===== src/ssmb_pkg.sv =====
// Shared types and constants for the scaled sprite mask blitter.
// No dependencies; every other file of the block imports this package.
package ssmb_pkg;

  // fixed field widths
  localparam int unsigned FUNC_W     = 1;
  localparam int unsigned LOAD_IDX_W = 12;
  localparam int unsigned PIXEL_W    = 32;
  localparam int unsigned OFS_W      = 9;
  localparam int unsigned FRAME_W    = 17;
  localparam int unsigned ALPHA_W    = 8;
  localparam int unsigned ALPHA_LSB  = 24;

  // dividend width of the divider pipes: origin plus offset needs one more bit
  localparam int unsigned SUM_W = OFS_W + 1;

  // store address field, wide enough for the largest source store
  localparam int unsigned STORE_ADDR_W = 16;

  // configuration register widths
  localparam int unsigned ORIGIN_X_W = 9;
  localparam int unsigned ORIGIN_Y_W = 8;
  localparam int unsigned SRC_DIM_W  = 7;
  localparam int unsigned SCALE_W    = 4;

  // APB port
  localparam int unsigned APB_DATA_W = 32;
  localparam int unsigned APB_ADDR_W = 5;

  // input function codes
  localparam logic [FUNC_W-1:0] FUNC_LOAD = 1'b0;
  localparam logic [FUNC_W-1:0] FUNC_DRAW = 1'b1;

  // register indexes (word address)
  typedef enum logic [2:0] {
    REG_ORIGIN_X  = 3'd0,
    REG_ORIGIN_Y  = 3'd1,
    REG_SRC_W     = 3'd2,
    REG_SRC_H     = 3'd3,
    REG_SCALE     = 3'd4
  } ssmb_reg_e;

  // reset values
  localparam logic [SRC_DIM_W-1:0] SRC_DIM_RST = 7'd64;
  localparam logic [SCALE_W-1:0]   SCALE_RST   = 4'd2;

  // configuration as seen by the datapath
  typedef struct packed {
    logic [ORIGIN_X_W-1:0] origin_x;
    logic [ORIGIN_Y_W-1:0] origin_y;
    logic [SRC_DIM_W-1:0]  src_w;
    logic [SRC_DIM_W-1:0]  src_h;
    logic [SCALE_W-1:0]    scale;
  } ssmb_cfg_t;

  // classified request handed from front to back through the queue
  typedef struct packed {
    logic                    is_load;
    logic                    hit;          // load in store range / draw inside sprite
    logic                    force_black;  // draw index beyond the store
    logic [STORE_ADDR_W-1:0] store_addr;
    logic [ALPHA_W-1:0]      alpha;
    logic [FRAME_W-1:0]      frame_address;
  } ssmb_req_t;

endpackage


===== src/ssmb_queue.sv =====
// Four-entry request queue between front and back ends.
// Depends on ssmb_pkg for the request type.
module ssmb_queue
  import ssmb_pkg::*;
(
  input  logic      clk_i,
  input  logic      rst_ni,
  input  logic      push_i,
  input  ssmb_req_t push_data_i,
  output logic      space_o,
  input  logic      pop_i,
  output logic      not_empty_o,
  output ssmb_req_t pop_data_o
);

  localparam int unsigned DEPTH = 4;
  localparam int unsigned PTR_W = $clog2(DEPTH);

  ssmb_req_t        entry_q [DEPTH];
  logic [PTR_W-1:0] wr_ptr_q, rd_ptr_q;
  logic [PTR_W:0]   cnt_q, cnt_d;

  assign space_o     = cnt_q < (PTR_W+1)'(DEPTH);
  assign not_empty_o = cnt_q != '0;
  assign pop_data_o  = entry_q[rd_ptr_q];

  always_comb begin
    cnt_d = cnt_q;
    case ({push_i, pop_i})
      2'b10:   cnt_d = cnt_q + 1'b1;
      2'b01:   cnt_d = cnt_q - 1'b1;
      default: cnt_d = cnt_q;
    endcase
  end

  // pointers and fill level
  always_ff @(posedge clk_i or negedge rst_ni) begin
    if (!rst_ni) begin
      wr_ptr_q <= '0;
      rd_ptr_q <= '0;
      cnt_q    <= '0;
    end else begin
      if (push_i) wr_ptr_q <= wr_ptr_q + 1'b1;
      if (pop_i)  rd_ptr_q <= rd_ptr_q + 1'b1;
      cnt_q <= cnt_d;
    end
  end

  // storage
  always_ff @(posedge clk_i) begin
    if (push_i) begin
      entry_q[wr_ptr_q] <= push_data_i;
    end
  end

endmodule


===== config.mk =====
export PLATFORM = sky130hd
export DESIGN_NAME = ssmb_queue
export DESIGN_NICKNAME = d
export VERILOG_FILES = /design/src/ssmb_pkg.sv /design/src/ssmb_queue.sv
export SDC_FILE = /design/constraint.sdc
export NUM_CORES = 1
export LEC_CHECK = 0
export BUFFER_PORTS_ARGS = -buffer_cell sky130_fd_sc_hd__clkbuf_2
export CORE_ASPECT_RATIO = 0.9
export CORE_MARGIN = 5
export CORE_UTILIZATION = 29
export CTS_CLUSTER_SIZE = 12
export DETAILED_ROUTE_END_ITERATION = 16
export GPL_ROUTABILITY_DRIVEN = 0
export MAX_ROUTING_LAYER = met4
export PLACE_DENSITY = 0.51
export SETUP_SLACK_MARGIN = 0.4
export SYNTH_ARGS = -nofsm -noshare
export SYNTH_HDL_FRONTEND = slang
export SYNTH_SLANG_ARGS = --single-unit

===== constraint.sdc =====
create_clock -name clk_i -period 3.5 [get_ports clk_i]
set_input_delay 0.525 -clock clk_i [delete_from_list [all_inputs] [get_ports clk_i]]
set_output_delay 0.525 -clock clk_i [all_outputs]
set_load 0.01 [all_outputs]

==> out/qor.csv <==
stage,metric,value,unit
timing,FMAX,349.5,MHz
global_route,vias in the first global route,3342,
timing,Tcrit/Tclk final,0.8176,
job,Max-Cap Viols,0,
clock_network,Skew-Pair Late Insertion Delay,420,ps
global_route,initial antenna violation count,1,
cells_and_area,Syn-to-layout area delta,21.01,%
global_route,GRT met1 Usage,0.1173,
cells_and_area,Final nets,436,
cells_and_area,fraction of layout cells with a size suffix above 1,0.4582,
power,Switching Share,0.2964,
cells_and_area,register area,5465,um^2
drt,via count,2993,
power,Leak Pwr,2.858,nW
drt,1st-pass router iterations,4,
logic_synthesis,Mapped Nets,321,
timing,number of max-slew violations in the final report,0,
cells_and_area,Final Util,0.3549,
clock_network,clk root buf,clkbuf_16,
die,Initial Util,0.2933,
clock_network,H-Tree Depth,4,
timing,max_slew headroom,0.3424,
drt,Residual DRC,0,
cells_and_area,"commonest non-fill, non-tap cell in the layout",edfxtp_1,
timing,setup TNS after final layout,0,ps
clock_network,CTS tree,yes,
clock_network,deepest clock path buffer count,2,
logic_synthesis,Synth async-reset ratio,0.03825,
die,Ports,94,
global_route,gr busiest metal,met2,
critical_path,Critical Path Start Type,flop,
power,Seq pwr share,0.455,
clock_network,cells resized by post-CTS repair,0,
power,Pint,0.004753,W
critical_path,critical path type,flop to output pin,
power,logic gate share of total power,0.269,
logic_synthesis,Synth warnings,0,
die,die height,155.3,um
power,Clk pwr share,0.276,
logic_synthesis,Post-synth top flop,edfxtp_1,
timing,skew final,10.20,ps
die,Die Wd,171.5,um
logic_synthesis,synthesized area,6807,um^2
die,Core ar.,23210,um^2
logic_synthesis,syn_area_per_cell,25.49,um^2
global_route,GR Util All Layers,0.1017,
critical_path,CP endpoint kind,output pin,
critical_path,r2r setup slk,1410,ps
logic_synthesis,sequential share of the synthesized area,0.8022,
worst_hold_path,worst min path class,primary input to flop,
cells_and_area,multi-input combinational cell area,1209,um^2
timing,Setup Viol. Count Final,0,
timing,Tmin final,2862,ps
cells_and_area,"commonest non-fill, non-tap cells in the layout","edfxtp_1 (176), clkbuf_2 (93), mux4_2 (38), clkbuf_16 (17), buf_4 (12)",
global_route,grt ovf,0,
place,DP HPWL,7.981,mm
timing,RSZ-0062 raised after global routing,no,
global_route,GR Util met2,0.1731,
power,Power Density,820.1,nW/um^2
clock_network,clk sinks,183,
run_status,status,"complete, no violations",
logic_synthesis,Syn Inst Count,267,
clock_network,clock transition at the registers of the reported paths,70,ps
global_route,largest net degree at the start of global routing,34,
drt,Detailed Route Iter0 Violations,111,
drt,post-DR wirelength/cell,18.09,um
critical_path,critical path required time,2970,ps
global_route,M3 GR Usage,0.03176,
timing,actual slew at the worst max-slew pin,986.4,ps
clock_network,TritonCTS buffer count,17,
logic_synthesis,Seq cells post-synth,183,
power,maximum VDD drop,0.3401,mV
timing,final hold vios,0,
critical_path,crit path max fanout,33,
place,I/O Buffers,93,
global_route,first-pass GRT wire length,19.42,mm
drt,routed wire length,12.63,mm
power,Net Switching,0.002003,W
critical_path,Worst EP arrival,2340,ps
drt,Vias/cell,4.288,
logic_synthesis,library cells used by synthesis,17,
drt,DRT antenna net count,0,
die,FP Rows,53,
die,die area,26640,um^2
logic_synthesis,Post-synth EDFFs,176,
cells_and_area,Layout fillers,2181,
[worst max-delay path: stages (launching register included)]
cell and delay, ps:
dfrtp_4 880, buf_4 300, mux4_1 570, clkbuf_2 150
[layout make-up]
cell class	count	area share
Clock buffer	17	0.05165
Tap cell	302	0.04588
Clock inverter	15	0.02005
Multi-Input combinational cell	67	0.1467
Inverter	7	0.003190
Antenna cell	1	0.0003038
Timing Repair Buffer	106	0.06866
Sequential cell	183	0.6635
[cells in the mapped netlist (2+ instances only)]
master	n	share of area
edfxtp_1	176	0.78
mux4_2	38	0.13
dfrtp_1	7	0.026
inv_1	7	0.0039
mux4_1	6	0.023
buf_2	5	0.0037
ha_1	5	0.0092
and2_1	4	0.0037
buf_12	4	0.012
nand2_1	3	0.0017
xnor2_1	3	0.0039
xor2_1	3	0.0039
o21ai_0	2	0.0015
[what timing repair did]
action / 4_1_cts / 5_1_grt
setup endpoints to repair: 0 / 0
setup buffers: 0 / 0
hold endpoints to repair: 7 / 0
hold buffers: 1 / 0
[per-layer routing]
layer  vias up  part of all wire  routed length (um)
met5         -                 0                   0
met1      1566              0.41                5127
met2        62              0.54                6777
met4         0            0.0092                 116
met3         9             0.048                 605
li1       1356                 -                   -
[worst paths after layout]
| path | startpoint | depth (start not counted) | to |
|---|---|---|---|
| setup / recovery | rd_ptr_q[0] | 3 | pop_data_o[43] |
| hold / removal | push_data_i[37] | 1 | entry_q[2][37] |
| setup reg to reg | wr_ptr_q[0] | 4 | entry_q[0][15] |
| hold reg to reg | cnt_q[0] | 1 | cnt_q[0] |
| max in group asynchronous | rst_ni | 2 | rd_ptr_q[0] |
| min in group asynchronous | rst_ni | 2 | cnt_q[2] |
[state kept, by name, indices dropped and copies added, names as in the netlist]
| signal | flops |
|---|---|
| entry_q | 176 |
| cnt_q | 3 |
| rd_ptr_q | 2 |
| wr_ptr_q | 2 |
[stage by stage]
step | hold slack (ps) | worst slack (ps) | area [um^2] | instances | total power [W]
after floorplan | 229.4 | 1416 | 6807 | 267 | 0.004341
after detailed placement | 375.5 | 1016 | 7634 | 664 | 0.005041
final | 319.6 | 638.4 | 8237 | 698 | 0.006755
after global placement | 371.8 | 1044 | 7634 | 664 | 0.004999
after CTS | 296.3 | 545.0 | 8234 | 697 | 0.006918
after global routing | 300.0 | 437.1 | 8237 | 698 | 0.007137
[logic make-up after synthesis]
| family | synth area share |
|---|---|
| DFF | 0.8022 |
| muxes | 0.1489 |
| AOI/OAI and AO/OA | 0.001471 |
| buffers and inverters | 0.02096 |
| adders and majority gates | 0.01213 |
| and+or+nand+nor | 0.006616 |
| xor gates and xnor gates | 0.007722 |
[power by group through the flow]
stage / Combinational, W / Clock, W / Sequential, W
3_3_place_gp: 0.00187 / 0 / 0.00313
4_1_cts: 0.00190 / 0.00192 / 0.00310
5_1_grt: 0.00199 / 0.00202 / 0.00313
6_report: 0.00182 / 0.00186 / 0.00308
3_5_place_dp: 0.00190 / 0 / 0.00314
2_1_floorplan: 0.00135 / 0 / 0.00299
Power figures use the tool's default switching activity.
