`config.mk`:
```
export PLATFORM = sky130hd
export DESIGN_NAME = ssmb_front_flat
export DESIGN_NICKNAME = d
export VERILOG_FILES = /design/src/ssmb_pkg.sv /design/src/ssmb_if.sv /design/src/ssmb_div_pipe.sv /design/src/ssmb_front.sv /design/src/flat_wrapper.sv
export SDC_FILE = /design/constraint.sdc
export NUM_CORES = 1
export LEC_CHECK = 0
export BUFFER_PORTS_ARGS = -buffer_cell sky130_fd_sc_hd__buf_2
export CAP_MARGIN = 20
export CELL_PAD_IN_SITES_DETAIL_PLACEMENT = 0
export CELL_PAD_IN_SITES_GLOBAL_PLACEMENT = 1
export CORE_UTILIZATION = 45
export CTS_CLUSTER_DIAMETER = 40
export CTS_CLUSTER_SIZE = 28
export DETAILED_ROUTE_END_ITERATION = 8
export PLACE_DENSITY = 0.79
export SKIP_LAST_GASP = 1
export SYNTH_ARGS = -nofsm -noshare
export SYNTH_HDL_FRONTEND = slang
export SYNTH_SLANG_ARGS = --single-unit
```
`constraint.sdc`:
```
create_clock -name clk_i -period 19.6 [get_ports clk_i]
set_clock_uncertainty 0.15 [all_clocks]
set_input_delay 0 -clock clk_i [delete_from_list [all_inputs] [get_ports clk_i]]
set_output_delay 0 -clock clk_i [all_outputs]
set_load 0.005 [all_outputs]
```
`src/ssmb_pkg.sv`:
```
// Shared types and constants for the scaled sprite mask blitter.
// No dependencies; every other file of the block imports this package.
package ssmb_pkg;

  // fixed field widths
  localparam int unsigned FUNC_W     = 1;
  localparam int unsigned LOAD_IDX_W = 12;
  localparam int unsigned PIXEL_W    = 32;
  localparam int unsigned OFS_W      = 9;
  localparam int unsigned FRAME_W    = 17;
  localparam int unsigned ALPHA_W    = 8;
  localparam int unsigned ALPHA_LSB  = 24;

  // dividend width of the divider pipes: origin plus offset needs one more bit
  localparam int unsigned SUM_W = OFS_W + 1;

  // store address field, wide enough for the largest source store
  localparam int unsigned STORE_ADDR_W = 16;

  // configuration register widths
  localparam int unsigned ORIGIN_X_W = 9;
  localparam int unsigned ORIGIN_Y_W = 8;
  localparam int unsigned SRC_DIM_W  = 7;
  localparam int unsigned SCALE_W    = 4;

  // APB port
  localparam int unsigned APB_DATA_W = 32;
  localparam int unsigned APB_ADDR_W = 5;

  // input function codes
  localparam logic [FUNC_W-1:0] FUNC_LOAD = 1'b0;
  localparam logic [FUNC_W-1:0] FUNC_DRAW = 1'b1;

  // register indexes (word address)
  typedef enum logic [2:0] {
    REG_ORIGIN_X  = 3'd0,
    REG_ORIGIN_Y  = 3'd1,
    REG_SRC_W     = 3'd2,
    REG_SRC_H     = 3'd3,
    REG_SCALE     = 3'd4
  } ssmb_reg_e;

  // reset values
  localparam logic [SRC_DIM_W-1:0] SRC_DIM_RST = 7'd64;
  localparam logic [SCALE_W-1:0]   SCALE_RST   = 4'd2;

  // configuration as seen by the datapath
  typedef struct packed {
    logic [ORIGIN_X_W-1:0] origin_x;
    logic [ORIGIN_Y_W-1:0] origin_y;
    logic [SRC_DIM_W-1:0]  src_w;
    logic [SRC_DIM_W-1:0]  src_h;
    logic [SCALE_W-1:0]    scale;
  } ssmb_cfg_t;

  // classified request handed from front to back through the queue
  typedef struct packed {
    logic                    is_load;
    logic                    hit;          // load in store range / draw inside sprite
    logic                    force_black;  // draw index beyond the store
    logic [STORE_ADDR_W-1:0] store_addr;
    logic [ALPHA_W-1:0]      alpha;
    logic [FRAME_W-1:0]      frame_address;
  } ssmb_req_t;

endpackage

```
`src/ssmb_if.sv`:
```
// Valid/ready channel interfaces of the blitter: request in, result out.
// Depends on ssmb_pkg for the field widths.
interface ssmb_in_if
  import ssmb_pkg::*;
();
  logic                  valid;
  logic                  ready;
  logic [FUNC_W-1:0]     func;
  logic [LOAD_IDX_W-1:0] load_index;
  logic [PIXEL_W-1:0]    load_pixel;
  logic [OFS_W-1:0]      offset_x;
  logic [OFS_W-1:0]      offset_y;

  modport source (output valid, func, load_index, load_pixel, offset_x, offset_y,
                  input ready);
  modport sink   (input valid, func, load_index, load_pixel, offset_x, offset_y,
                  output ready);
endinterface


```
`src/ssmb_div_pipe.sv`:
```
// Pipelined restoring divider, one quotient bit per stage, SUM_W stages.
// Depends on ssmb_pkg. The divisor must hold steady while items are in flight.
module ssmb_div_pipe
  import ssmb_pkg::*;
#(
  parameter int unsigned DVS_W = 4
) (
  input  logic             clk_i,
  input  logic             en_i,
  input  logic [SUM_W-1:0] dividend_i,
  input  logic [DVS_W-1:0] divisor_i,
  output logic [SUM_W-1:0] quotient_o,
  output logic [DVS_W-1:0] remainder_o
);

  logic [DVS_W-1:0] rem_d [SUM_W];
  logic [DVS_W-1:0] rem_q [SUM_W];
  logic [SUM_W-1:0] quo_d [SUM_W];
  logic [SUM_W-1:0] quo_q [SUM_W];
  logic [SUM_W-1:0] dvd_d [SUM_W];
  logic [SUM_W-1:0] dvd_q [SUM_W];

  // one trial subtraction per stage
  for (genvar k = 0; k < SUM_W; k++) begin : g_stage
    logic [DVS_W-1:0] rem_prev;
    logic [SUM_W-1:0] dvd_prev;
    logic [SUM_W-1:0] quo_prev;
    logic [DVS_W:0]   trial;
    logic [DVS_W:0]   diff;
    logic             take;

    if (k == 0) begin : g_first
      assign rem_prev = '0;
      assign dvd_prev = dividend_i;
      assign quo_prev = '0;
    end else begin : g_next
      assign rem_prev = rem_q[k-1];
      assign dvd_prev = dvd_q[k-1];
      assign quo_prev = quo_q[k-1];
    end

    assign trial    = {rem_prev, dvd_prev[SUM_W-1]};
    assign diff     = trial - {1'b0, divisor_i};
    assign take     = trial >= {1'b0, divisor_i};
    assign rem_d[k] = take ? diff[DVS_W-1:0] : trial[DVS_W-1:0];
    assign dvd_d[k] = {dvd_prev[SUM_W-2:0], 1'b0};
    assign quo_d[k] = {quo_prev[SUM_W-2:0], take};
  end

  // stage registers move together
  always_ff @(posedge clk_i) begin
    if (en_i) begin
      rem_q <= rem_d;
      dvd_q <= dvd_d;
      quo_q <= quo_d;
    end
  end

  assign quotient_o  = quo_q[SUM_W-1];
  assign remainder_o = rem_q[SUM_W-1];

endmodule

```
`src/ssmb_front.sv`:
```
// Front end: accepts requests, classifies them, runs the divider pipes for source
// coordinates and a reciprocal multiply for screen wrap. Depends on ssmb_pkg, ssmb_if, ssmb_div_pipe.
module ssmb_front
  import ssmb_pkg::*;
#(
  parameter int unsigned WIN_WIDTH   = 400,
  parameter int unsigned WIN_HEIGHT  = 250,
  parameter int unsigned MAX_SRC_DIM = 64,
  parameter int unsigned MAX_SCALE   = 8
) (
  input  logic         clk_i,
  input  logic         rst_ni,
  input  ssmb_cfg_t    cfg_i,
  ssmb_in_if.sink      in_i,
  input  logic         space_i,
  output logic         push_o,
  output ssmb_req_t    push_data_o
);

  localparam int unsigned NSTG   = SUM_W;
  localparam int unsigned DEPTH  = MAX_SRC_DIM * MAX_SRC_DIM;
  localparam int unsigned DIM_W  = $clog2(MAX_SRC_DIM + 1);
  localparam int unsigned SCL_W  = $clog2(MAX_SCALE + 1);
  localparam int unsigned WW_W   = $clog2(WIN_WIDTH + 1);
  localparam int unsigned WH_W   = $clog2(WIN_HEIGHT + 1);
  localparam int unsigned PROD_W = DIM_W + SCL_W;

  // reciprocal constants: floor(n * RCP >> SH) == n / WIN for every n below 2**SUM_W
  localparam int unsigned WX_SH  = SUM_W + $clog2(WIN_WIDTH);
  localparam int unsigned WY_SH  = SUM_W + $clog2(WIN_HEIGHT);
  localparam int unsigned WX_RCP = ((1 << WX_SH) + WIN_WIDTH - 1) / WIN_WIDTH;
  localparam int unsigned WY_RCP = ((1 << WY_SH) + WIN_HEIGHT - 1) / WIN_HEIGHT;
  localparam int unsigned PX_W   = WX_SH + SUM_W;
  localparam int unsigned PY_W   = WY_SH + SUM_W;

  typedef struct packed {
    logic                  is_load;
    logic                  hit;
    logic [LOAD_IDX_W-1:0] ld_idx;
    logic [ALPHA_W-1:0]    alpha;
  } meta_t;

  logic              en;
  logic [NSTG-1:0]   vld_q;
  meta_t             meta_d;
  meta_t             meta_q [NSTG];

  logic [31:0]       w_full, h_full, s_full;
  logic [DIM_W-1:0]  w, h;
  logic [SCL_W-1:0]  s;
  logic [PROD_W-1:0] w_scaled, h_scaled;
  logic              draw_ok;

  logic [SUM_W-1:0]  wsum_x, wsum_y;
  logic [PX_W-1:0]   wprd_x;
  logic [PY_W-1:0]   wprd_y;
  logic [SUM_W-1:0]  wsum_x_q, wsum_y_q;
  logic [SUM_W-1:0]  wquo_x_q, wquo_y_q;
  logic [31:0]       wrem_x, wrem_y;
  logic [WW_W-1:0]   mx_q [NSTG-1];
  logic [WH_W-1:0]   my_q [NSTG-1];

  logic [SUM_W-1:0]  sx, sy;
  logic [WW_W-1:0]   mx;
  logic [WH_W-1:0]   my;
  logic [31:0]       idx, addr;

  // pipeline moves whenever its last stage is empty or drains into the queue
  assign en         = !vld_q[NSTG-1] || space_i;
  assign in_i.ready = en;
  assign push_o     = vld_q[NSTG-1] && space_i;

  // saturate geometry to the supported maximums
  always_comb begin
    w_full = (32'(cfg_i.src_w) > MAX_SRC_DIM) ? 32'(MAX_SRC_DIM) : 32'(cfg_i.src_w);
    h_full = (32'(cfg_i.src_h) > MAX_SRC_DIM) ? 32'(MAX_SRC_DIM) : 32'(cfg_i.src_h);
    s_full = (32'(cfg_i.scale) > MAX_SCALE)   ? 32'(MAX_SCALE)   : 32'(cfg_i.scale);
    w      = w_full[DIM_W-1:0];
    h      = h_full[DIM_W-1:0];
    s      = s_full[SCL_W-1:0];
  end

  // classify at acceptance: scaled-size range check, alpha extraction
  always_comb begin
    w_scaled       = PROD_W'(w) * PROD_W'(s);
    h_scaled       = PROD_W'(h) * PROD_W'(s);
    draw_ok        = (s != '0) && (32'(in_i.offset_x) < 32'(w_scaled))
                     && (32'(in_i.offset_y) < 32'(h_scaled));
    meta_d.is_load = (in_i.func == FUNC_LOAD);
    meta_d.ld_idx  = in_i.load_index;
    meta_d.alpha   = in_i.load_pixel[ALPHA_LSB +: ALPHA_W];
    meta_d.hit     = meta_d.is_load ? (32'(in_i.load_index) < DEPTH) : draw_ok;
  end

  // valid shift line
  always_ff @(posedge clk_i or negedge rst_ni) begin
    if (!rst_ni) begin
      vld_q <= '0;
    end else if (en) begin
      vld_q <= {vld_q[NSTG-2:0], in_i.valid};
    end
  end

  // request metadata rides alongside the dividers
  always_ff @(posedge clk_i) begin
    if (en) begin
      meta_q[0] <= meta_d;
      for (int k = 1; k < NSTG; k++) begin
        meta_q[k] <= meta_q[k-1];
      end
    end
  end

  // source column and row
  ssmb_div_pipe #(.DVS_W(SCL_W)) u_div_x (
    .clk_i       (clk_i),
    .en_i        (en),
    .dividend_i  (SUM_W'(in_i.offset_x)),
    .divisor_i   (s),
    .quotient_o  (sx),
    .remainder_o ()
  );

  ssmb_div_pipe #(.DVS_W(SCL_W)) u_div_y (
    .clk_i       (clk_i),
    .en_i        (en),
    .dividend_i  (SUM_W'(in_i.offset_y)),
    .divisor_i   (s),
    .quotient_o  (sy),
    .remainder_o ()
  );

  // screen wrap: quotient by reciprocal multiply, remainder one stage later
  always_comb begin
    wsum_x = SUM_W'(cfg_i.origin_x) + SUM_W'(in_i.offset_x);
    wsum_y = SUM_W'(cfg_i.origin_y) + SUM_W'(in_i.offset_y);
    wprd_x = PX_W'(wsum_x) * PX_W'(WX_RCP);
    wprd_y = PY_W'(wsum_y) * PY_W'(WY_RCP);
    wrem_x = 32'(wsum_x_q) - 32'(wquo_x_q) * WIN_WIDTH;
    wrem_y = 32'(wsum_y_q) - 32'(wquo_y_q) * WIN_HEIGHT;
  end

  // wrap stages, delayed to line up with the divider outputs
  always_ff @(posedge clk_i) begin
    if (en) begin
      wsum_x_q <= wsum_x;
      wsum_y_q <= wsum_y;
      wquo_x_q <= wprd_x[WX_SH +: SUM_W];
      wquo_y_q <= wprd_y[WY_SH +: SUM_W];
      mx_q[0]  <= wrem_x[WW_W-1:0];
      my_q[0]  <= wrem_y[WH_W-1:0];
      for (int k = 1; k < NSTG - 1; k++) begin
        mx_q[k] <= mx_q[k-1];
        my_q[k] <= my_q[k-1];
      end
    end
  end

  assign mx = mx_q[NSTG-2];
  assign my = my_q[NSTG-2];

  // store index and frame address, registered in the queue
  always_comb begin
    idx  = 32'(sy) * 32'(w) + 32'(sx);
    addr = 32'(my) * WIN_WIDTH + 32'(mx);
    push_data_o.is_load       = meta_q[NSTG-1].is_load;
    push_data_o.hit           = meta_q[NSTG-1].hit;
    push_data_o.force_black   = !(idx < DEPTH);
    push_data_o.store_addr    = meta_q[NSTG-1].is_load ?
                                STORE_ADDR_W'(meta_q[NSTG-1].ld_idx) : idx[STORE_ADDR_W-1:0];
    push_data_o.alpha         = meta_q[NSTG-1].alpha;
    push_data_o.frame_address = addr[FRAME_W-1:0];
  end

endmodule

```
`src/flat_wrapper.sv`:
```
// flat-port wrapper written by rule: the top's interface ports become plain ports
module ssmb_front_flat import ssmb_pkg::*;
#(
  parameter int unsigned WIN_WIDTH   = 400,
  parameter int unsigned WIN_HEIGHT  = 250,
  parameter int unsigned MAX_SRC_DIM = 64,
  parameter int unsigned MAX_SCALE   = 8
)
  (clk_i, rst_ni, cfg_i, space_i, push_o, push_data_o, in_i_valid, in_i_func, in_i_load_index, in_i_load_pixel, in_i_offset_x, in_i_offset_y, in_i_ready);
  ssmb_in_if in_i_i ();
  input  logic clk_i;
  input  logic rst_ni;
  input  ssmb_cfg_t cfg_i;
  input  logic space_i;
  output logic push_o;
  output ssmb_req_t push_data_o;
  input wire logic [$bits(in_i_i.valid)-1:0] in_i_valid;
  input wire logic [$bits(in_i_i.func)-1:0] in_i_func;
  input wire logic [$bits(in_i_i.load_index)-1:0] in_i_load_index;
  input wire logic [$bits(in_i_i.load_pixel)-1:0] in_i_load_pixel;
  input wire logic [$bits(in_i_i.offset_x)-1:0] in_i_offset_x;
  input wire logic [$bits(in_i_i.offset_y)-1:0] in_i_offset_y;
  output wire logic [$bits(in_i_i.ready)-1:0] in_i_ready;
  assign in_i_i.valid = in_i_valid;
  assign in_i_i.func = in_i_func;
  assign in_i_i.load_index = in_i_load_index;
  assign in_i_i.load_pixel = in_i_load_pixel;
  assign in_i_i.offset_x = in_i_offset_x;
  assign in_i_i.offset_y = in_i_offset_y;
  assign in_i_ready = in_i_i.ready;
  ssmb_front #(.WIN_WIDTH(WIN_WIDTH), .WIN_HEIGHT(WIN_HEIGHT), .MAX_SRC_DIM(MAX_SRC_DIM), .MAX_SCALE(MAX_SCALE)) u_core (.clk_i(clk_i), .rst_ni(rst_ni), .cfg_i(cfg_i), .in_i(in_i_i), .space_i(space_i), .push_o(push_o), .push_data_o(push_data_o));
endmodule
```
==> metrics.log, run 1 <==
[metrics] Reg area: 0.01986 mm²
[metrics] RSZ-0062 raised after global routing: false
[metrics] Clk Latency, worst-skew pair: 0.61 ns
[metrics] Min-Delay Path Class: input port to flip-flop
[metrics] most repeated cell in the gate-level netlist after synthesis: sky130_fd_sc_hd__edfxtp_1
[metrics] Sw Ratio: 34.73%
[metrics] max-capacitance violation count: 0
[metrics] Num Clock Sinks: 663
[metrics] portion of the clock cycle consumed by the worst path in the final layout: a little over a third
[metrics] post-CTS setup repair buffer count: 0
[metrics] Fillers: 5879
[metrics] Design Power: 6.646 mW
[metrics] peak supply drop: 0.1803 mV
[metrics] Yosys warnings: 0
[metrics] Worst Path Max Fanout: 7
[metrics] dominant cells by area after synthesis: sky130_fd_sc_hd__edfxtp_1 (60%), sky130_fd_sc_hd__ha_1 (13%), sky130_fd_sc_hd__fa_1 (7.6%)
[metrics] height of the die: 272.2 µm
[metrics] Worst Setup Start Kind: input port
[metrics] Place WS: roughly 13 ns
[metrics] top-area cell type share of the netlist area: 59.67%
[metrics] post-synthesis sequential area ratio: 60.43%
[metrics] Synth area leader: sky130_fd_sc_hd__edfxtp_1
[metrics] number of DRC markers after the initial detailed-route iteration: 1018
[metrics] vias after detailed routing: about 17000
[metrics] arrival time reported for the critical path endpoint: 7.01 ns
[metrics] leading register cell type out of synthesis: sky130_fd_sc_hd__edfxtp_1
[metrics] DRT Wirelength: 53.43 mm
[metrics] reg-to-reg endpoint: u_core.meta_q[4][11]$_DFFE_PP_
[metrics] number of nets with antenna violations after detailed routing: 0
[metrics] x dimension of the die: between 200 and 300 µm
[metrics] wire length of the first global-routing pass: 88.84 mm
[metrics] first-pass iteration count of the detailed router: 5
[metrics] combined area of the multi-input logic cells: 0.01173 mm²
[metrics] Critical R2R Launch: u_core.vld_q[9]$_DFFE_PN0P_
[metrics] final critical-path required period: roughly 6.8 ns
[metrics] static leakage: approximately 16 nW
[metrics] all-layer global routing usage: between 10 and 15%
[metrics] via count of the first global-routing pass: 18118
[metrics] setup_tns: 0 ns
[metrics] cell area after synthesis: 0.03286 mm²
[metrics] cts bufs inserted: 82
[metrics] Clk Tree Root Cell: sky130_fd_sc_hd__clkbuf_16
[metrics] standard cell core area: just over 0.07 mm²
[metrics] Psw: between 2 and 2.5 mW
[metrics] # setup viols final: 0
[metrics] crit path launch: in_i_offset_x[0]
[metrics] headroom to the max-slew limit: 27.44%
[metrics] overflow left after global routing: 0
[metrics] number of standard cells after synthesis: approximately 2300
[metrics] clock edge transition at the registers on the reported setup and hold paths: 0.06 ns
[metrics] required time at the worst-slack endpoint: 19.79 ns
[metrics] H-tree levels: 3
[metrics] measured slew at the worst slew-check pin: roughly 1.1 ns
[metrics] number of endpoints with negative hold slack in the final report: 0
[metrics] DRC violation count after routing: 0
[metrics] post-synthesis async set-or-reset flop share: 1.508%
[metrics] path type of the worst setup path: input port to flip-flop
[metrics] kind of end point of the critical path: flip-flop
[metrics] number of antenna violations at the first check in global routing: 1
[metrics] fmax: 0.1468 GHz
[metrics] layout overhead on the synthesized area: 16.46%
[metrics] clock buffer depth: 3
[metrics] synth cell count leaders: sky130_fd_sc_hd__edfxtp_1 (653), sky130_fd_sc_hd__ha_1 (346), sky130_fd_sc_hd__inv_1 (293), sky130_fd_sc_hd__nand2_1 (137), sky130_fd_sc_hd__fa_1 (125)
[metrics] Synth Register Bits: 663
[metrics] die footprint: 0.07411 mm²
[metrics] number of input and output port buffers inserted: 123
[metrics] weighted congestion reported at the end of routability-driven placement: 0.8350
[metrics] Post-synth EDFFs: 653
[metrics] combinational share of power: 39.5%
[metrics] via count normalized by instance count: 4.897
[metrics] share of cells above drive strength 1: 12.05%
[metrics] pin count of the biggest net entering global routing: between 150 and 200
[metrics] worst reg2reg path depth: 4
[metrics] status: complete, no violations
[metrics] half-perimeter wire length after detailed placement: 37.06 mm
[metrics] I/O pin total: 148
[metrics] Final #Nets: roughly 3100
[metrics] worst setup path end: u_core.wquo_x_q[0]$_DFFE_PP_
[metrics] Initial Util: 45.73%
[metrics] WHS Path Cells: 2
[metrics] average detailed-routed wire length per instance: approximately 15 µm
[metrics] Internal Pwr Total: 4.338 mW
[metrics] power density over the cells: 173.7 mW/mm²
[metrics] Core Rows: 98
[metrics] Register-to-Register Setup Slack: roughly 15 ns
[metrics] post-layout worst setup margin: 12.79 ns
[metrics] nets in the synthesized netlist: 2840
[metrics] Avg Synthesized Cell Area: between 10 and 15 µm²
[metrics] count of different cell masters after synthesis: 66
[metrics] Seq pwr share: 38.4%
[metrics] final-report max-slew violation count: 0
[metrics] clock network fraction of total power: 22.0%
[metrics] CTS tree: yes
per-layer routing:
metal  track usage, %  vias to the layer above  part of all wire [%]
li1                 -                     8658                     -
met1            19.16                     8428                    45
met2            25.12                      275                    49
met3            2.310                      102                   3.5
met4            6.254                        0                   3.0
met5                0                        -                     0
repair_timing:
action,CTS,global route
gates resized for setup,0,0
hold buffers,89,0
endpoints found under the hold margin,71,0
stage by stage:
step,hold WS (ns),instances,util [%],area [µm²]
after global routing,0.01737,3565,53.25,38270
after detailed placement,-0.2797,3325,48.20,34630
final,0.02771,3566,53.26,38270
after global placement,-0.2872,3325,48.20,34630
after floorplan,-0.4456,2267,-,32860
after CTS,0.0002587,3565,53.25,38270
layout by cell type, fill, tap and decap left out, types with 14 or more instances in the layout:
master | Yosys | final
sky130_fd_sc_hd__edfxtp_1 | 653 | 653
sky130_fd_sc_hd__ha_1 | 346 | 346
sky130_fd_sc_hd__inv_1 | 293 | 293
sky130_fd_sc_hd__nand2_1 | 137 | 137
sky130_fd_sc_hd__fa_1 | 125 | 125
sky130_fd_sc_hd__buf_2 | 0 | 123
sky130_fd_sc_hd__o21ai_0 | 101 | 101
sky130_fd_sc_hd__dlygate4sd3_1 | 0 | 89
sky130_fd_sc_hd__clkbuf_16 | 0 | 83
sky130_fd_sc_hd__nor2_1 | 72 | 72
sky130_fd_sc_hd__and2_1 | 68 | 68
sky130_fd_sc_hd__a21oi_1 | 59 | 59
sky130_fd_sc_hd__nor2b_1 | 51 | 51
sky130_fd_sc_hd__xor2_1 | 47 | 47
sky130_fd_sc_hd__xnor2_1 | 37 | 37
sky130_fd_sc_hd__a21o_1 | 27 | 27
sky130_fd_sc_hd__nand4_1 | 24 | 24
sky130_fd_sc_hd__nand2b_1 | 18 | 17
sky130_fd_sc_hd__or4_1 | 17 | 17
sky130_fd_sc_hd__buf_4 | 14 | 16
sky130_fd_sc_hd__o211a_1 | 14 | 14
sequential cells by signal, indices dropped and copies added, names as in the netlist, 32 cells and up:
name                             flops
u_core.u_div_x.g_stage.quo_prev     45
u_core.u_div_x.g_stage.rem_prev     36
u_core.u_div_x.g_stage.dvd_prev     45
u_core.my_q                         72
u_core.meta_q                      220
u_core.mx_q                         81
u_core.u_div_y.g_stage.quo_prev     36
u_core.u_div_y.g_stage.dvd_prev     45
u_core.u_div_y.g_stage.rem_prev     32
cell type report:
class | count | share of cell area, %
clock buffers | 90 | 5.548
flip-flops and latches | 663 | 51.89
repair buffers | 229 | 4.303
diodes | 1 | 0.006539
inverters | 293 | 2.874
multi-input cells | 1279 | 30.65
clock inverters | 61 | 1.618
well taps | 950 | 3.106
power groups by stage:
| stage | sequential, mW | combinational [mW] | clock (mW) |
|---|---|---|---|
| 2_1_floorplan | 2.62 | 1.98 | 0 |
| 3_3_place_gp | 2.56 | 2.55 | 0 |
| 3_5_place_dp | 2.59 | 2.63 | 0 |
| 4_1_cts | 2.56 | 2.68 | 1.50 |
| 5_1_grt | 2.61 | 3.05 | 1.56 |
| 6_report | 2.55 | 2.63 | 1.46 |
worst min-delay path by stage:
stage                     startpoint                                         endpoint  slack (ns)
detailed placement            rst_ni                      u_core.vld_q[0]$_DFFE_PN0P_       -0.28
global route        in_i_offset_y[2]  u_core.u_div_y.g_stage[1].dvd_prev[3]$_DFFE_PP_        0.02
floorplan                     rst_ni                      u_core.vld_q[0]$_DFFE_PN0P_       -0.45
global placement              rst_ni                      u_core.vld_q[8]$_DFFE_PN0P_       -0.29
finish              in_i_offset_x[3]  u_core.u_div_x.g_stage[1].dvd_prev[4]$_DFFE_PP_        0.03
CTS                 in_i_offset_x[2]  u_core.u_div_x.g_stage[1].dvd_prev[3]$_DFFE_PP_      0.0003
kinds of logic after synthesis:
kind of cell / share of synthesized area (%)
AOI/OAI and AO/OA: 5.232
xor gates and xnor gates: 2.239
adders and majority gates: 20.79
buffers and inverters: 3.895
DFF: 60.43
muxes: 0.6854
other: 0.01141
and+or+nand+nor: 6.713
critical path: stages:
cell and delay (ns):
sky130_fd_sc_hd__dlygate4sd3_1 0.54, sky130_fd_sc_hd__buf_2 0.15, sky130_fd_sc_hd__ha_1 0.23, sky130_fd_sc_hd__fa_1 0.40, sky130_fd_sc_hd__a21oi_1 0.16, sky130_fd_sc_hd__nor2_1 0.05, sky130_fd_sc_hd__nor2_1 0.16, sky130_fd_sc_hd__o21bai_1 0.09
sky130_fd_sc_hd__a21oi_1 0.24, sky130_fd_sc_hd__o21ai_0 0.21, sky130_fd_sc_hd__xor2_1 0.67, sky130_fd_sc_hd__fa_1 0.59, sky130_fd_sc_hd__xor2_1 0.28, sky130_fd_sc_hd__ha_1 0.29, sky130_fd_sc_hd__inv_1 0.09, sky130_fd_sc_hd__fa_1 0.43
sky130_fd_sc_hd__fa_1 0.51, sky130_fd_sc_hd__fa_1 0.51, sky130_fd_sc_hd__inv_1 0.04, sky130_fd_sc_hd__ha_1 0.32, sky130_fd_sc_hd__a211oi_1 0.21, sky130_fd_sc_hd__a21oi_1 0.10, sky130_fd_sc_hd__a211oi_1 0.23, sky130_fd_sc_hd__o31a_1 0.22
sky130_fd_sc_hd__o21ai_0 0.12, sky130_fd_sc_hd__xor2_1 0.17
(Power assumes the default switching activity.)
==> inputs of run 2 (changes only) <==
- clock period: 19.6 -> 6.21 ns (I/O delays scaled with it)
==> metrics.log, run 2 (same netlist as run 1, synthesis figures left out) <==
[metrics] status: complete, no violations
[metrics] number of antenna violations at the first check in global routing: 2 (+1)
[metrics] H-tree levels: 3 (unchanged)
[metrics] Design Power: 21.72 mW (+230%)
[metrics] number of antenna cells inserted: 0 (-1)
[metrics] number of input and output port buffers inserted: 123 (unchanged)
[metrics] DRC violation count after routing: 0 (unchanged)
[metrics] CTS tree: yes
[metrics] clock buffer depth: 3 (unchanged)
[metrics] share of cells above drive strength 1: 13.71% (+1.7 points)
[metrics] weighted congestion reported at the end of routability-driven placement: 0.7992 (-4.3%)
[metrics] Initial Util: 45.73% (unchanged)
[metrics] path type of the worst setup path: input port to flip-flop
[metrics] CP most frequent cell: sky130_fd_sc_hd__inv_1
[metrics] final critical-path required period: approximately 5.9 ns
[metrics] via count of the first global-routing pass: 18547 (+2.4%)
[metrics] kind of end point of the critical path: flip-flop
[metrics] Final #Nets: 3155 (+1.1%)
[metrics] peak supply drop: 0.7069 mV (+290%)
[metrics] required time at the worst-slack endpoint: 6.40 ns (-13.39 ns)
[metrics] Top reg by flops: u_core.meta_q
[metrics] overflow left after global routing: 0 (unchanged)
[metrics] final-report max-slew violation count: 0 (unchanged)
[metrics] first-pass iteration count of the detailed router: 5 (unchanged)
[metrics] Worst Path Max Fanout: 3 (-4)
[metrics] clock edge transition at the registers on the reported setup and hold paths: 0.06 ns (about the same)
[metrics] Core Rows: 98 (unchanged)
[metrics] end point of the most critical hold path: u_core.wsum_x_q[3]$_DFFE_PP_
[metrics] height of the die: 272.2 µm (unchanged)
[metrics] WHS Path Cells: 4 (+2)
[metrics] layout overhead on the synthesized area: 18.45%
[metrics] Min-Delay Path Class: input port to flip-flop
[metrics] Critical R2R Launch: u_core.wquo_y_q[0]$_DFFE_PP_
[metrics] max-capacitance violation count: 0 (unchanged)
[metrics] number of nets with antenna violations after detailed routing: 0 (unchanged)
[metrics] pin count of the biggest net entering global routing: 198 (+12%)
[metrics] Register-to-Register Setup Slack: 3.43 ns (-11.72 ns)
[metrics] I/O pin total: 148 (unchanged)
[metrics] reg-to-reg endpoint: u_core.my_q[0][7]$_DFFE_PP_
[metrics] # setup viols final: 0 (unchanged)
[metrics] portion of the clock cycle consumed by the worst path in the final layout: 95.13%
[metrics] all-layer global routing usage: 15.55% (+0.65 points)
[metrics] stage delay of the slowest cell on the critical path: 0.54 ns (-0.13 ns)
[metrics] die footprint: 0.07411 mm² (unchanged)
[metrics] Clk Latency, worst-skew pair: 0.65 ns (+0.04 ns)
[metrics] measured slew at the worst slew-check pin: 1.039 ns (-0.04963 ns)
[metrics] number of endpoints with negative hold slack in the final report: 0 (unchanged)
[metrics] Fillers: 5874 (-0.085%)
[metrics] CP max-delay cell: sky130_fd_sc_hd__dlygate4sd3_1
[metrics] number of DRC markers after the initial detailed-route iteration: 1084 (+6.5%)
[metrics] Worst Setup Start Kind: input port
[metrics] wire length of the first global-routing pass: 92.03 mm (+3.6%)
[metrics] x dimension of the die: 272.2 µm (unchanged)
[metrics] top flop regs: u_core.meta_q: 220 flops, u_core.mx_q: 81 flops, u_core.my_q: 72 flops
[metrics] number of flip-flops in the largest register: 220 (unchanged)
[metrics] average detailed-routed wire length per instance: 15.43 µm (+3.0%)
[metrics] power density over the cells: 558.1 mW/mm² (+220%)
[metrics] leading cell types in the layout, fill and taps excluded: sky130_fd_sc_hd__edfxtp_1 (653), sky130_fd_sc_hd__ha_1 (344), sky130_fd_sc_hd__inv_1 (293), sky130_fd_sc_hd__nand2_1 (137)
[metrics] Num Clock Sinks: 663 (unchanged)
[metrics] standard cell core area: 0.07185 mm² (unchanged)
[metrics] headroom to the max-slew limit: 30.75% (+3.3 points)
[metrics] cell area reported after detailed placement: 0.03480 mm² (+0.48%)
[metrics] vias after detailed routing: 17653 (+1.1%)
[metrics] Post-Layout Inst Area: 0.03892 mm² (+1.7%)
[metrics] leading cell type in the layout, fill and taps excluded: sky130_fd_sc_hd__edfxtp_1
[metrics] fmax: around 0.17 GHz
[metrics] via count normalized by instance count: 4.897 (about the same)
[metrics] Clk Tree Root Cell: sky130_fd_sc_hd__clkbuf_16
[metrics] arrival time reported for the critical path endpoint: 6.10 ns (-0.91 ns)
[metrics] cts bufs inserted: 85 (+3.7%)
[metrics] setup_tns: 0 ns (unchanged)
[metrics] start point of the worst min-delay path: cfg_i[29]
[metrics] half-perimeter wire length after detailed placement: 38.36 mm (+3.5%)
[metrics] final core area utilization: 54.17% (+0.91 points)
[metrics] DRT Wirelength: 55.63 mm (+4.1%)
[metrics] static leakage: 16.41 nW (+1.9%)
[metrics] worst reg2reg path depth: 7 (+3)
run 2: worst max-delay path by stage:
stage                                     start                            to  slack [ns]  cells past startpoint
floorplan           u_core.vld_q[9]$_DFFE_PN0P_   u_core.vld_q[1]$_DFFE_PN0P_        0.13                      3
global placement               in_i_offset_x[0]  u_core.wquo_x_q[0]$_DFFE_PP_      0.0002                     26
detailed placement             in_i_offset_x[0]  u_core.wquo_x_q[0]$_DFFE_PP_       -0.07                     26
CTS                            in_i_offset_x[0]  u_core.wquo_x_q[0]$_DFFE_PP_        0.01                     27
global route                   in_i_offset_x[0]  u_core.wquo_x_q[0]$_DFFE_PP_       -0.01                     30
finish                         in_i_offset_x[0]  u_core.wquo_x_q[1]$_DFFE_PP_        0.30                     30
run 2: metrics by stage:
step	instances	hold slack, ns	setup WS (ns)
global route	3605	0.03811	-0.01422
global placement	3344	-0.2891	0.0002296
detailed placement	3344	-0.2845	-0.06952
finish	3605	0.03708	0.3022
floorplan	2267	-0.4456	0.1337
CTS	3602	0.0001300	0.01430
run 2: area by class of cell:
cell class | count | area (µm²) | area share [%]
Timing Repair Buffer | 260 | 1927 | 4.951
Multi-Input combinational cell | 1279 | 11800 | 30.31
Inverter | 293 | 1100 | 2.826
Clock inverter | 70 | 882.1 | 2.266
Clock buffer | 90 | 2167 | 5.568
Tap cell | 950 | 1189 | 3.054
Sequential cell | 663 | 19860 | 51.02
run 2: critical path: cells and delay by family:
| family | cells | cell delay (ns) |
|---|---|---|
| XOR/XNOR | 1 | 0.12 |
| adder cells (fa/ha/maj) | 8 | 3.09 |
| AO/OA/AOI/OAI | 8 | 1.27 |
| AND/OR/NAND/NOR | 4 | 0.46 |
| buffers and inverters | 9 | 1.16 |
run 2: repair_timing:
item | CTS | global route
endpoints found under the setup margin | 0 | 2
hold buffers | 98 | 0
resized for setup | 0 | 18
hold endpoints to repair | 73 | 0
setup buffers | 0 | 3
run 2: report_power, final:
| group | leakage (nW) | total [mW] | switching (mW) | internal [mW] |
|---|---|---|---|---|
| combinational | 8.29 | 8.62 | 4.86 | 3.76 |
| sequential | 6.65 | 8.05 | 0.626 | 7.42 |
| clock | 1.47 | 5.05 | 2.08 | 2.97 |
| total | 16.4 | 21.7 | 7.57 | 14.1 |
run 2: routing by layer:
| metal | global-route usage (%) | up-vias | wire [µm] | share of wire [%] |
|---|---|---|---|---|
| li1 | - | 8746 | - | - |
| met1 | 19.44 | 8510 | 24560 | 44 |
| met2 | 26.48 | 305 | 27280 | 49 |
| met3 | 3.042 | 90 | 2326 | 4.2 |
| met4 | 6.254 | 2 | 1447 | 2.6 |
| met5 | 0 | - | 13 | 0.023 |
==> inputs of run 3 (changes only) <==
- CTS_BUF_LIST: not set -> sky130_fd_sc_hd__clkbuf_16
==> metrics.log, run 3 (same netlist as run 1, synthesis figures left out) <==
[metrics] final core area utilization: 54.18% (about the same)
[metrics] average detailed-routed wire length per instance: 15.43 µm (about the same)
[metrics] number of flip-flops in the largest register: 220 (unchanged)
[metrics] Worst Setup Start Kind: input port
[metrics] number of placed instances with taps included: 3344 (unchanged)
[metrics] setup_tns: 0 ns (unchanged)
[metrics] number of antenna violations at the first check in global routing: 2 (unchanged)
[metrics] number of nets with antenna violations after detailed routing: 0 (unchanged)
[metrics] layout overhead on the synthesized area: 18.48% (about the same)
[metrics] path type of the worst setup path: input port to flip-flop
[metrics] Min-Delay Path Class: input port to flip-flop
[metrics] CP max-delay cell: sky130_fd_sc_hd__dlygate4sd3_1
[metrics] number of endpoints with negative hold slack in the final report: 0 (unchanged)
[metrics] Clk Latency, worst-skew pair: 0.64 ns (about the same)
[metrics] filler-free cell count of the finished design: 3606 (+0.028%)
[metrics] via count of the first global-routing pass: 18545 (-0.011%)
[metrics] Top reg by flops: u_core.meta_q
[metrics] Final #Nets: 3156 (+0.032%)
[metrics] minimum hold slack: 0.04557 ns (+0.008483 ns)
[metrics] headroom to the max-slew limit: 30.95% (+0.20 points)
[metrics] max-capacitance violation count: 0 (unchanged)
[metrics] first-pass iteration count of the detailed router: 5 (unchanged)
[metrics] Bufs and invs on worst path: 9 (unchanged)
[metrics] stage delay of the slowest cell on the critical path: 0.54 ns (about the same)
[metrics] required time at the worst-slack endpoint: 6.40 ns (about the same)
[metrics] start point of the worst min-delay path: in_i_offset_x[8]
[metrics] half-perimeter wire length after detailed placement: 38.36 mm (unchanged)
[metrics] crit path launch: in_i_offset_x[0]
[metrics] WHS Path Cells: 2 (-2)
[metrics] reg-to-reg endpoint: u_core.my_q[0][7]$_DFFE_PP_
[metrics] leading cell type in the layout, fill and taps excluded: sky130_fd_sc_hd__edfxtp_1
[metrics] number of DRC markers after the initial detailed-route iteration: 1059 (-2.3%)
[metrics] wire length of the first global-routing pass: 92.04 mm (about the same)
[metrics] Worst Path Max Fanout: 3 (unchanged)
[metrics] vias after detailed routing: 17591 (-0.35%)
[metrics] I/O pin total: 148 (unchanged)
[metrics] leading cell types in the layout, fill and taps excluded: sky130_fd_sc_hd__edfxtp_1 (653), sky130_fd_sc_hd__ha_1 (344), sky130_fd_sc_hd__inv_1 (297), sky130_fd_sc_hd__nand2_1 (137)
[metrics] DRT Wirelength: 55.64 mm (about the same)
[metrics] worst reg2reg path depth: 7 (unchanged)
[metrics] measured slew at the worst slew-check pin: 1.036 ns (-0.003059 ns)
[metrics] fmax: 0.1704 GHz (+0.68%)
[metrics] DRC violation count after routing: 0 (unchanged)
[metrics] H-tree levels: 3 (unchanged)
[metrics] final-report max-slew violation count: 0 (unchanged)
[metrics] Core Rows: 98 (unchanged)
[metrics] portion of the clock cycle consumed by the worst path in the final layout: 94.50% (-0.64 points)
[metrics] pin count of the biggest net entering global routing: 198 (unchanged)
[metrics] final critical-path required period: 5.868 ns (-0.03970 ns)
[metrics] cts bufs inserted: 85 (unchanged)
[metrics] Num Clock Sinks: 663 (unchanged)
[metrics] standard cell core area: 0.07185 mm² (unchanged)
[metrics] number of antenna cells inserted: 0 (unchanged)
[metrics] clock edge transition at the registers on the reported setup and hold paths: 0.05 ns (about the same)
[metrics] number of input and output port buffers inserted: 123 (unchanged)
[metrics] cell family with the largest share of critical-path delay: adder cells
[metrics] via count normalized by instance count: 4.878 (-0.38%)
[metrics] Critical R2R Launch: u_core.wquo_y_q[0]$_DFFE_PP_
[metrics] # setup viols final: 0 (unchanged)
[metrics] CTS tree: yes
[metrics] Initial Util: 45.73% (unchanged)
[metrics] all-layer global routing usage: 15.55% (about the same)
[metrics] weighted congestion reported at the end of routability-driven placement: 0.7992 (unchanged)
[metrics] status: complete, no violations
[metrics] end point of the most critical hold path: u_core.u_div_x.g_stage[1].dvd_prev[9]$_DFFE_PP_
[metrics] overflow left after global routing: 0 (unchanged)
[metrics] height of the die: 272.2 µm (unchanged)
[metrics] Clk Tree Root Cell: sky130_fd_sc_hd__clkbuf_16
[metrics] clock buffer depth: 3 (unchanged)
[metrics] x dimension of the die: 272.2 µm (unchanged)
[metrics] Register-to-Register Setup Slack: 3.43 ns (about the same)
[metrics] share of cells above drive strength 1: 13.70% (about the same)
[metrics] CP most frequent cell: sky130_fd_sc_hd__inv_1
[metrics] static leakage: 16.43 nW (+0.13%)
[metrics] power density over the cells: 557.5 mW/mm² (about the same)
[metrics] peak supply drop: 0.7069 mV (about the same)
[metrics] Fillers: 5870 (-0.068%)
[metrics] die footprint: 0.07411 mm² (unchanged)
[metrics] top flop regs: u_core.meta_q: 220 flops, u_core.mx_q: 81 flops, u_core.my_q: 72 flops
[metrics] kind of end point of the critical path: flip-flop
[metrics] arrival time reported for the critical path endpoint: 6.06 ns (-0.04 ns)
[metrics] RSZ-0062 raised after global routing: false
run 3: cell count changes in the layout (fill, tap and decap cells not counted), sizes merged:
cell | before | now
inv | 319 | 323
dlygate4sd3 | 98 | 99
clkbuf | 90 | 86
run 3: timing repair:
action,in CTS,in global routing
endpoints found under the hold margin,74,0
buffers inserted,0,3
hold buffers,99,0
resized for setup,0,18
setup endpoints to repair,0,2
run 3: worst max path at each step:
stage,to,slack [ns],depth (start not counted)
floorplan,u_core.vld_q[1]$_DFFE_PN0P_,0.13,3
global placement,u_core.wquo_x_q[0]$_DFFE_PP_,0.0002,26
detailed placement,u_core.wquo_x_q[0]$_DFFE_PP_,-0.07,26
CTS,u_core.wquo_x_q[0]$_DFFE_PP_,0.01,27
global route,u_core.wquo_x_q[0]$_DFFE_PP_,0.04,30
finish,u_core.wquo_x_q[1]$_DFFE_PP_,0.34,30
run 3: report_power, final:
| part | switching (mW) | leakage (nW) | total, mW | internal, mW |
|---|---|---|---|---|
| registers | 0.625 | 6.65 | 8.05 | 7.42 |
| clock network | 2.08 | 1.49 | 5.04 | 2.96 |
| logic | 4.85 | 8.30 | 8.61 | 3.76 |
run 3: metrics by stage:
step / area, µm² / power (mW) / worst slack, ns
2_1_floorplan: 32860 / 14.31 / 0.1337
3_3_place_gp: 34800 / 16.27 / 0.0002296
3_5_place_dp: 34800 / 16.59 / -0.06952
4_1_cts: 38840 / 21.84 / 0.01430
5_1_grt: 38930 / 23.60 / 0.03771
6_report: 38930 / 21.71 / 0.3419
run 3: per-layer routing:
layer	vias up	GRT usage (%)	wire length [µm]
met5	-	0	13
met4	2	6.254	1444
met3	88	3.042	2393
met2	295	26.51	27280
met1	8460	19.43	24510
li1	8746	-	-
run 3: area by class of cell:
class                   instances  area, µm²  share of cell area [%]
clock buffers                  86       2152                   5.528
inverters                     293       1100                   2.825
flip-flops and latches        663      19860                   51.01
multi-input cells            1279      11800                   30.31
clock inverters                74      897.1                   2.304
well taps                     950       1189                   3.053
repair buffers                261       1937                   4.975
